File: src/design/setx_pkg.sv
`timescale 1ns / 1ps
// Package for the sprite entry tile expander: state type, field widths and
// the zoom step table. No dependencies.
package setx_pkg;

  localparam int MaxTilesPerSide = 8;
  localparam int TileIdxW = $clog2(MaxTilesPerSide);
  localparam int PosW = 11;
  localparam int StepW = 5;
  localparam int CoordW = 9;
  localparam int InDataW = 64;
  localparam int OutDataW = 56;

  localparam logic [CoordW-1:0] ResetMaxX = 9'd319;
  localparam logic [CoordW-1:0] ResetMaxY = 9'd239;

  typedef enum logic {
    CFG_MAX_X = 1'b0,
    CFG_MAX_Y = 1'b1
  } cfg_index_t;

  typedef enum logic {
    S_IDLE,
    S_EMIT
  } state_t;

  typedef logic signed [PosW-1:0] pos_t;

  // 16 - zoom_table[idx] / 8
  function automatic logic [StepW-1:0] zoom_step(input logic [3:0] idx);
    logic [StepW-1:0] s;
    case (idx)
      4'd0, 4'd1:        s = 5'd16;
      4'd2:              s = 5'd15;
      4'd3:              s = 5'd14;
      4'd4, 4'd5:        s = 5'd13;
      4'd6, 4'd7:        s = 5'd12;
      4'd8, 4'd9:        s = 5'd11;
      4'd10, 4'd11, 4'd12: s = 5'd10;
      default:           s = 5'd9;
    endcase
    return s;
  endfunction

  // 9-bit position minus 8, moved back by 512 when past the visible edge
  function automatic pos_t decode_pos(input logic [CoordW-1:0] raw,
                                      input logic [CoordW-1:0] vmax);
    pos_t p;
    p = pos_t'({2'b00, raw}) - pos_t'(8);
    if (p > pos_t'({2'b00, vmax})) begin
      p = p - pos_t'(512);
    end
    return p;
  endfunction

  // clamp field + 1 to the side limit, return count - 1
  function automatic logic [TileIdxW-1:0] tile_last(input logic [2:0] field);
    logic [3:0] n;
    n = {1'b0, field} + 4'd1;
    if (n > 4'(MaxTilesPerSide)) begin
      n = 4'(MaxTilesPerSide);
    end
    return TileIdxW'(n - 4'd1);
  endfunction

endpackage

File: src/design/sprite_entry_tile_expander_unit.sv
`timescale 1ns / 1ps
// Sprite entry tile expander: decodes one attribute entry and walks its tile grid.
// Depends on setx_pkg.
//
// One attribute entry is taken per sprite; a disabled entry (bit 7 of word 2
// clear) is dropped in its accept cycle. An enabled entry is decoded in the
// accept cycle and then a row/column sequencer drives a shared pair of
// multiply-add units, one per axis (offset index times tile pitch plus base
// position), which produce one draw command per cycle in row-major order while
// the output is not stalled. An entry of W by H tiles holds the input off
// until all its commands are loaded, so enabled entries wait for the whole
// walk (longer under output stalls) and disabled ones can follow every cycle.
// The final command of a sprite is marked with tlast, and the next entry may
// be accepted while that command still waits in the output register.
module sprite_entry_tile_expander_unit (
  input  logic                           clk,
  input  logic                           rst,
  input  logic                           cfg_we,
  input  logic                           cfg_index,
  input  logic [setx_pkg::CoordW-1:0]    cfg_data,
  input  logic                           s_tvalid,
  output logic                           s_tready,
  // attr_word0 [15:0], attr_word1 [31:16], attr_word2 [47:32], attr_word3 [63:48]
  input  logic [setx_pkg::InDataW-1:0]   s_tdata,
  output logic                           m_tvalid,
  input  logic                           m_tready,
  // tile_code [15:0], palette_color [19:16], flip_x [20], flip_y [21],
  // pos_x [32:22], pos_y [43:33], zoom_enabled [44], step_x [49:45],
  // step_y [54:50], zero [55]
  output logic [setx_pkg::OutDataW-1:0]  m_tdata,
  output logic                           m_tlast
);
  import setx_pkg::*;

  logic [CoordW-1:0] max_x;
  logic [CoordW-1:0] max_y;

  state_t state;
  state_t state_next;

  pos_t base_x;
  pos_t base_y;
  logic [StepW-1:0] step_x;
  logic [StepW-1:0] step_y;
  logic [TileIdxW-1:0] xn1;
  logic [TileIdxW-1:0] yn1;
  logic [TileIdxW-1:0] col;
  logic [TileIdxW-1:0] row;
  logic flip_x;
  logic flip_y;
  logic zoomed;
  logic [3:0] color;
  logic [15:0] code;

  logic [15:0] w0, w1, w2, w3;
  logic s_accept;
  logic enabled;
  logic load;
  logic is_last;
  logic [TileIdxW-1:0] kx;
  logic [TileIdxW-1:0] ky;
  logic [TileIdxW+StepW-1:0] off_x;
  logic [TileIdxW+StepW-1:0] off_y;
  pos_t px;
  pos_t py;
  logic [3:0] zx;
  logic [3:0] zy;

  assign w0 = s_tdata[15:0];
  assign w1 = s_tdata[31:16];
  assign w2 = s_tdata[47:32];
  assign w3 = s_tdata[63:48];
  assign zy = w0[15:12];
  assign zx = w1[15:12];
  assign enabled = w2[7];
  assign s_accept = s_tvalid && s_tready;

  always_ff @(posedge clk) begin
    if (rst) begin
      max_x <= ResetMaxX;
      max_y <= ResetMaxY;
    end else if (cfg_we) begin
      case (cfg_index_t'(cfg_index))
        CFG_MAX_X: max_x <= cfg_data;
        CFG_MAX_Y: max_y <= cfg_data;
        default: ;
      endcase
    end
  end

  always_comb begin
    state_next = state;
    case (state)
      S_IDLE: if (s_accept && enabled) state_next = S_EMIT;
      S_EMIT: if (load && is_last) state_next = S_IDLE;
      default: state_next = S_IDLE;
    endcase
  end

  always_comb begin
    s_tready = (state == S_IDLE);
    load = (state == S_EMIT) && (!m_tvalid || m_tready);
    is_last = (row == yn1) && (col == xn1);
  end

  // shared multiply-add units, one per axis
  always_comb begin
    kx = flip_x ? (xn1 - col) : col;
    ky = flip_y ? (yn1 - row) : row;
    off_x = kx * step_x;
    off_y = ky * step_y;
    px = base_x + pos_t'({3'b000, off_x});
    py = base_y + pos_t'({3'b000, off_y});
  end

  always_ff @(posedge clk) begin
    if (rst) begin
      state <= S_IDLE;
    end else begin
      state <= state_next;
    end
  end

  always_ff @(posedge clk) begin
    if (s_accept) begin
      base_x <= decode_pos(w1[8:0], max_x);
      base_y <= decode_pos(w0[8:0], max_y);
      zoomed <= (zx != 4'd0) || (zy != 4'd0);
      step_x <= zoom_step(zx);
      step_y <= zoom_step(zy);
      xn1 <= tile_last(w2[10:8]);
      yn1 <= tile_last(w2[14:12]);
      flip_x <= w2[11];
      flip_y <= w2[15];
      color <= w2[3:0];
      code <= w3;
      col <= '0;
      row <= '0;
    end else if (load) begin
      code <= code + 16'd1;
      if (col == xn1) begin
        col <= '0;
        row <= row + TileIdxW'(1);
      end else begin
        col <= col + TileIdxW'(1);
      end
    end
  end

  always_ff @(posedge clk) begin
    if (rst) begin
      m_tvalid <= 1'b0;
    end else if (load) begin
      m_tvalid <= 1'b1;
    end else if (m_tready) begin
      m_tvalid <= 1'b0;
    end
  end

  always_ff @(posedge clk) begin
    if (load) begin
      m_tdata <= {1'b0, step_y, step_x, zoomed, py, px, flip_y, flip_x, color, code};
      m_tlast <= is_last;
    end
  end

  a_grid_bounds: assert property (@(posedge clk) disable iff (rst)
    (state == S_EMIT) |-> (row <= yn1 && col <= xn1))
    else $error("tile counters past grid");

  a_last_ends: assert property (@(posedge clk) disable iff (rst)
    (load && is_last) |=> (state == S_IDLE && m_tvalid && m_tlast))
    else $error("last tile did not end the sprite");

  a_drop_disabled: assert property (@(posedge clk) disable iff (rst)
    (s_accept && !enabled) |=> (state == S_IDLE))
    else $error("disabled entry started a walk");

  a_load_valid: assert property (@(posedge clk) disable iff (rst)
    (load && !is_last) |=> (m_tvalid && !m_tlast && state == S_EMIT))
    else $error("tile command lost");

endmodule
File: config.mk
export PLATFORM = sky130hd
export DESIGN_NAME = sprite_entry_tile_expander_unit
export DESIGN_NICKNAME = d
export VERILOG_FILES = /design/src/design/setx_pkg.sv /design/src/design/sprite_entry_tile_expander_unit.sv
export SDC_FILE = /design/constraint.sdc
export NUM_CORES = 1
export LEC_CHECK = 0
export ABC_AREA = 1
export BUFFER_PORTS_ARGS = -buffer_cell sky130_fd_sc_hd__buf_2
export CORE_MARGIN = 8
export CORE_UTILIZATION = 57
export DETAILED_ROUTE_END_ITERATION = 10
export PLACE_DENSITY = 0.79
export SLEW_MARGIN = 30
export SYNTH_ARGS = -nofsm -noshare
export SYNTH_HDL_FRONTEND = slang
export SYNTH_SLANG_ARGS = --single-unit
File: constraint.sdc
create_clock -name clk -period 5.1 [get_ports clk]
set_clock_uncertainty 0.2 [all_clocks]
set_input_delay 0 -clock clk [delete_from_list [all_inputs] [get_ports clk]]
set_output_delay 0 -clock clk [all_outputs]
set_load 0.02 [all_outputs]
Word-level counts from Yosys, hierarchy flattened --
Memory sizes are Yosys's and may differ from the RTL's. A register that Yosys moved wholly into a read port is not among the register bits. Index checks and enable logic that the tools add are counted.
Operators by class: $add $sub $neg 15, $mul 2, magnitude comparators 4, equality and inequality tests 2, muxes and demuxes 16, bitwise operators 2, reduce and logical (&&, ||, !) cells 15
Operators with widths (count):
- 2-to-1 mux 16 bit | 2
- adder 11 x 9 -> 11 bit | 2
- 2-to-1 mux 11 bit | 2
- subtractor 10 x 11 -> 11 bit (second input constant) | 2
- 2-to-1 mux 3 bit | 7
- > comparator 10 bit | 2
- subtractor 9 x 4 -> 10 bit (second input constant) | 2
- adder 16 x 1 -> 16 bit (second input constant) | 1
- multiplier 3 x 5 -> 8 bit | 2
- adder 3 x 1 -> 4 bit (second input constant) | 2
- > comparator 4 bit (second input constant) | 2
- nonzero test 4 bit | 2
- adder 3 x 1 -> 3 bit (second input constant) | 2
- == test 3 bit | 2
- AND reduction 2 bit | 3
- subtractor 3 x 1 -> 3 bit (second input constant) | 2
- subtractor 3 bit | 2
- logical AND 1 bit | 5
- 2-to-1 mux 1 bit | 4
- nonzero test 2 bit | 2
- logical OR 1 bit | 2
- inverter 1 bit | 2
- case mux 1 bit (2 select lines) | 1
- logical NOT 1 bit | 1
Storage, ports and cells: register bits 133, bits in read-only memories 160, input bits 79, output and inout bits 59, logic and storage cells 75, memories kept 2
Memory list:
- (name not given) | depth 16, width 5, rd ports 1, clocked after Yosys merged registers in 1, wr ports 0, line setx_pkg.sv:32 | case (idx)
- (name not given) | depth 16, width 5, rd ports 1, clocked after Yosys merged registers in 1, wr ports 0, line setx_pkg.sv:32

Depth between registers and ports, before layout --
depth in word-level cells 6, gate-level depth with buffers 26, gate-level depth less buffers 26

Least setup slack after synthesis --
Ideal clock, no wire load.
kind flip-flop to flip-flop, start point reg xn1[0], end point reg m_tdata[31] in the netlist's numbering (data pin), setup time 0.253 ns, data arrival time 3.778 ns, data required time 4.647 ns, setup slack 0.870 ns, cell stages (with the launch flop) 24, buffers on the path 0, period minus slack after synthesis 4.230 ns, cell sequence edfxtp_1 > inv_1 > ha_1 > inv_1 > fa_1 > inv_1 > nand2_1 > o21ai_0 > inv_1 > nand2_1 > fa_1 > inv_1 > ha_1 > fa_1 > a21oi_1 > nor2_1 > nor2_1 > xor2_1 > ha_1 > a21o_1 > a21boi_0 > nand3_1 > nand2_1 > nand2_1
On the way: word-level cells in the longest chain between the ends 4
RTL lines:
- start: declaration | line sprite_entry_tile_expander_unit.sv:45 | logic [TileIdxW-1:0] xn1;
- start signal: assignment | line sprite_entry_tile_expander_unit.sv:131 | xn1 <= tile_last(w2[10:8]);
- subtractor 3 bit | line sprite_entry_tile_expander_unit.sv:108 | kx = flip_x ? (xn1 - col) : col;
- 2-to-1 mux 3 bit | line sprite_entry_tile_expander_unit.sv:108
- multiplier 3 x 5 -> 8 bit | line sprite_entry_tile_expander_unit.sv:110 | off_x = kx * step_x;
- adder 11 x 9 -> 11 bit | line sprite_entry_tile_expander_unit.sv:112 | px = base_x + pos_t'({3'b000, off_x});
- net px[9] | line sprite_entry_tile_expander_unit.sv:64 | pos_t px;
- end signal: assignment | line sprite_entry_tile_expander_unit.sv:162 | m_tdata <= {1'b0, step_y, step_x, zoomed, py, px, flip_y, flip_x, color, code};
- end: declaration | line sprite_entry_tile_expander_unit.sv:30 | output logic [setx_pkg::OutDataW-1:0] m_tdata,
The timed path passes the listed nets, and every way through them passes these cells. A chain may end at the register's enable or synchronous reset.

Final worst setup path --
start point reg col[0], end point reg m_tdata[31] in the netlist's numbering (data pin)
On the way: word-level cells in the longest chain between the ends 4
RTL lines:
- start: declaration | line sprite_entry_tile_expander_unit.sv:47 | logic [TileIdxW-1:0] col;
- start signal: assignment | line sprite_entry_tile_expander_unit.sv:145 | col <= col + TileIdxW'(1);
- subtractor 3 bit | line sprite_entry_tile_expander_unit.sv:108
- 2-to-1 mux 3 bit * | line sprite_entry_tile_expander_unit.sv:108
- multiplier 3 x 5 -> 8 bit * | line sprite_entry_tile_expander_unit.sv:110
- adder 11 x 9 -> 11 bit * | line sprite_entry_tile_expander_unit.sv:112
- net px[9] | line sprite_entry_tile_expander_unit.sv:64
The timed path passes the listed nets; every way through them passes the cells marked *.

==> reports/results.env <==
SYNTHDISTINCTLIBCELLS=38
SYN_AREA_SQ_UM=7840
YOSYS_MOST_USED_DFF='sky130_fd_sc_hd__edfxtp_1'
DIE_WIDTH_UM=133
CTS_SETUP_BUFFERS=0
STARTPOINT_TYPE='flip-flop'
SWITCHING_POWER_mW=1.02
FIN_TOTAL_PWR_mW=3.67
PWR-SHARE-CLK_PCT=37.7
CTS_BUFFERS=17
SYNTH_LARGEST_TYPE_AREA_FRACTION_PCT=44.8
GRT_PASS1_WL_UM=31100
POSTSYNTH.ASYNCRESETSHARE_PCT=0
COMBPWRFRAC_PCT=22.2
SWSHARE_PCT=27.9
POSTROUTEWIRELENGTH_UM=18900
YOSYS_WARNINGS=0
FIN_CRIT_PS=4650
NUMBER_OF_STORAGE_ELEMENTS_IN_THE_SYNTHESIS_NETLIST=143
DESIGN.CORE.AREA_SQ_UM=13700
POST_DP_HPWL_UM=12400
IOS=138
SETUP.WORST_PATH.END_CLASS='flip-flop'
SYNTH_EDF_COUNT=117
POSTLAYOUTSETUPSLACKWORST_PS=452
WORST_MIN_PATH_START='s_tdata[43]'
INSERTION_DELAY_PS=420
DIE_AREA_SQ_UM=17800
CTS.HOLD.BUFFERS_ADDED=92
MULTIINPUTGATEAREA_SQ_UM=3290
TRITONCTS='done'
RANKING_OF_SYNTHESIZED_CELLS_BY_AREA='sky130_fd_sc_hd__edfxtp_1, sky130_fd_sc_hd__ha_1, sky130_fd_sc_hd__nand2_1, sky130_fd_sc_hd__dfxtp_1, sky130_fd_sc_hd__inv_1'
TIMING.CRITICAL_PATH.FANOUT_MAX=5
GRT.TOTAL_USAGE_PCT=21.8
DIEHEIGHT_UM=133
DRT_PASS1_ITERATIONS=7
SYN2LAYOUT_AREA_GROWTH_PCT=30.6
DRT_DRC_VIOLATIONS_LEFT=0
DRT-VIAS-PER-INSTANCE=5.15
CLOCK_TREE.ROOT_CELL='sky130_fd_sc_hd__clkbuf_16'
IR_WORST_VDD_mV=0.170
MAX_SLEW_VIOLATION_TOTAL_FROM_THE_FINAL_REPORT=0
CTS-ROOT-TO-SINK-BUFFERS=2
SETUP.WORST_PATH.CLASS='flip-flop to flip-flop'
PORT_BUFS=127
FINAL_ANT_VIOL_NETS=0
SETUP_VIOL=0
R2R_END='m_tdata[31]'
POWER.STATIC_LEAKAGE_nW=4.79
HOLD-PATH-CELL-COUNT=2
WORST_MARGIN_SLEW_PS=903
SYNTH_SEQUENTIAL_AREA_RATIO_PCT=51.5
HTREE_NUM_LEVELS=4
SYNTHESIS.AREA_PER_INSTANCE_SQ_UM=9.64
TIMING.FINAL.CRIT_SHARE_PCT=91.1
PLACE_WORST_SETUP_SLACK_PS=473
SYNTH_NETS=969
INITIAL_UTILIZATION_PCT=57.4
SYNTH_CELLS=813
NUM_ROWS=43
POWERDENSITY_nW_PER_UM2=358
REGTOREGSETUPSLACK_PS=450
REG2REG_DEPTH=22
FINALHOLDVIOLCOUNT=0
CLKSINKCOUNT=143
RR_STARTPOINT='col[0]'
DRT_FIRST_ITER_VIOLATIONS=453
SYNTH_LARGEST_AREA_CELL='sky130_fd_sc_hd__edfxtp_1'
MAX_CAP_VIOL_COUNT=0
TIMING.HOLD.WORST_ENDPOINT='flip_x'
WORSTPATHARRIVAL_PS=4630
RUN_STATUS='complete, no violations'
FILLERS=901
FRACTION_OF_FINAL_LAYOUT_CELLS_SIZED_BEYOND_DRIVE_STRENGTH_1_PCT=17.0
WORST_SLEW_MARGIN_REL_PCT=39.6
CLK_PIN_SLEW_WORST_PATHS_PS=60
ANTENNA_VIOLATIONS_BEFORE_REPAIR=0
RSZ0062_AT_GRT='no'
GRT_START_MAX_NET_PINS=39
ACHIEVABLE-FREQUENCY_MHz=215
DESIGN.FINAL.NETS=1199
CP_DATA_REQUIRED_TIME_PS=5080
GRT_PASS1_VIAS=6689
INSERTEDDIODECOUNT=0
SEQCELLAREA_SQ_UM=4030
TOTAL_NUMBER_OF_VIAS=6371
WIRE_PER_INST_UM=15.3
POST_CTS_RESIZED=0
GLOBALROUTEOVERFLOWTOTAL=0
SHARE_SEQ_OF_TOTAL_POWER_PCT=40.0
PLACE_CONGESTION=0.903
HOLD_PATH.CLASS='input pin to flip-flop'
FINAL.SETUP.TNS_PS=0
INTERNAL_POWER_mW=2.64
==> kinds of logic (layout without fill, tap and decap cells) <==
kind of cell / count (synthesis) / after routing / share of synthesized area (%)
AOI/OAI and AO/OA: 84 / 84 / 6.35
xor gates and xnor gates: 34 / 34 / 3.80
adders and majority gates: 77 / 77 / 13.4
buffers and inverters: 134 / 377 / 6.59
DFF: 143 / 143 / 51.5
other: 1 / 1 / 0.0478
and+or+nand+nor: 340 / 340 / 18.3
==> placed cells by master, fill, tap and decap left out, types with 4 or more instances in the layout <==
master	instances
sky130_fd_sc_hd__xor2_1	26
sky130_fd_sc_hd__bufinv_16	6
sky130_fd_sc_hd__ha_1	65
sky130_fd_sc_hd__fa_1	12
sky130_fd_sc_hd__a31oi_1	4
sky130_fd_sc_hd__buf_2	127
sky130_fd_sc_hd__a21oi_1	28
sky130_fd_sc_hd__o21bai_1	5
sky130_fd_sc_hd__a21o_1	4
sky130_fd_sc_hd__clkbuf_16	17
sky130_fd_sc_hd__dfxtp_1	26
sky130_fd_sc_hd__nand2_1	198
sky130_fd_sc_hd__nor2_1	74
sky130_fd_sc_hd__o21ai_0	26
sky130_fd_sc_hd__inv_2	4
sky130_fd_sc_hd__edfxtp_1	117
sky130_fd_sc_hd__nand4_1	6
sky130_fd_sc_hd__xnor2_1	8
sky130_fd_sc_hd__inv_1	119
sky130_fd_sc_hd__dlygate4sd3_1	92
sky130_fd_sc_hd__o211ai_1	12
sky130_fd_sc_hd__nand3_1	37
sky130_fd_sc_hd__or2_2	4
==> final cells by class <==
type	count	area share [%]
clock inverter	12	2.10
inverter	124	4.55
tap	180	2.20
multi-input combinational	536	32.1
sequential	143	39.4
clock buffer	20	4.27
timing repair buffer	221	15.4
==> synthesized netlist by cell type, types with 2 or more instances <==
cell type                  number
sky130_fd_sc_hd__a21boi_0       2
sky130_fd_sc_hd__a21o_1         4
sky130_fd_sc_hd__a21oi_1       28
sky130_fd_sc_hd__a31oi_1        4
sky130_fd_sc_hd__buf_2          5
sky130_fd_sc_hd__buf_4          2
sky130_fd_sc_hd__clkbuf_1       3
sky130_fd_sc_hd__dfxtp_1       26
sky130_fd_sc_hd__edfxtp_1     117
sky130_fd_sc_hd__fa_1          12
sky130_fd_sc_hd__ha_1          65
sky130_fd_sc_hd__inv_1        120
sky130_fd_sc_hd__inv_2          3
sky130_fd_sc_hd__nand2_1      198
sky130_fd_sc_hd__nand2_2        3
sky130_fd_sc_hd__nand3_1       37
sky130_fd_sc_hd__nand3_2        2
sky130_fd_sc_hd__nand3b_1       2
sky130_fd_sc_hd__nand4_1        6
sky130_fd_sc_hd__nor2_1        74
sky130_fd_sc_hd__nor2_2         2
sky130_fd_sc_hd__nor2_4         3
sky130_fd_sc_hd__nor3_1         3
sky130_fd_sc_hd__nor4_2         2
sky130_fd_sc_hd__o211ai_1      12
sky130_fd_sc_hd__o21ai_0       26
sky130_fd_sc_hd__o21bai_1       5
sky130_fd_sc_hd__or2_0          2
sky130_fd_sc_hd__or2_2          4
sky130_fd_sc_hd__xnor2_1        8
sky130_fd_sc_hd__xor2_1        26
==> registers in the layout, summed over array words and instances, names as in the netlist, 3 cells and up <==
register and count:
m_tdata 55, code 16, base_x 11, base_y 11, max_x 9, max_y 9, step_x 5, step_y 5
color 4, col 3, row 3, xn1 3, yn1 3
==> worst max-delay path by stage <==
stage	startpoint	end	slack, ps	cells after the start
finish	col[0]	m_tdata[31]	450	22
global route	col[0]	m_tdata[31]	80	22
CTS	col[0]	m_tdata[31]	460	22
detailed placement	col[0]	m_tdata[31]	470	22
global placement	col[0]	m_tdata[31]	600	22
floorplan	xn1[0]	m_tdata[31]	870	23
==> stage by stage <==
step / cell area [sq um] / utilization [%] / instances / hold slack (ps)
2_1_floorplan: 7840 / - / 813 / -131
3_3_place_gp: 8660 / 63.4 / 1112 / -22.8
3_5_place_dp: 8660 / 63.4 / 1112 / -21.2
4_1_cts: 10200 / 74.9 / 1236 / 87.9
5_1_grt: 10200 / 74.9 / 1236 / 83.1
6_report: 10200 / 74.9 / 1236 / 88.8
==> critical path: stages, from the launching register on <==
cell and delay [ps]:
sky130_fd_sc_hd__dfxtp_1 410, sky130_fd_sc_hd__ha_1 170, sky130_fd_sc_hd__inv_1 50, sky130_fd_sc_hd__fa_1 470, sky130_fd_sc_hd__inv_1 40, sky130_fd_sc_hd__nand2_1 40, sky130_fd_sc_hd__o21ai_0 160, sky130_fd_sc_hd__inv_1 130
sky130_fd_sc_hd__nand2_1 90, sky130_fd_sc_hd__fa_1 520, sky130_fd_sc_hd__inv_1 50, sky130_fd_sc_hd__ha_1 210, sky130_fd_sc_hd__fa_1 410, sky130_fd_sc_hd__a21oi_1 140, sky130_fd_sc_hd__nor2_1 50, sky130_fd_sc_hd__nor2_1 100
sky130_fd_sc_hd__xor2_1 200, sky130_fd_sc_hd__ha_1 310, sky130_fd_sc_hd__a21o_1 210, sky130_fd_sc_hd__a21boi_0 230, sky130_fd_sc_hd__nand3_1 100, sky130_fd_sc_hd__nand2_1 70, sky130_fd_sc_hd__nand2_1 50
==> power groups by stage <==
| stage | logic (mW) | clock network, mW | registers, mW |
|---|---|---|---|
| CTS | 0.805 | 1.39 | 1.47 |
| detailed placement | 0.729 | 0 | 1.49 |
| finish | 0.815 | 1.38 | 1.47 |
| global route | 0.911 | 1.44 | 1.48 |
| global placement | 0.709 | 0 | 1.48 |
| floorplan | 0.484 | 0 | 1.52 |
==> routing by layer <==
layer  up-vias  share of wire, %  GRT usage [%]
met3        46               7.1           6.25
met1      2958                39           23.2
met5         -                 0              0
met4         0               2.5           9.17
li1       3133                 -              -
met2       234                51           39.3
Note: power is estimated with default switching activity, not from simulation.
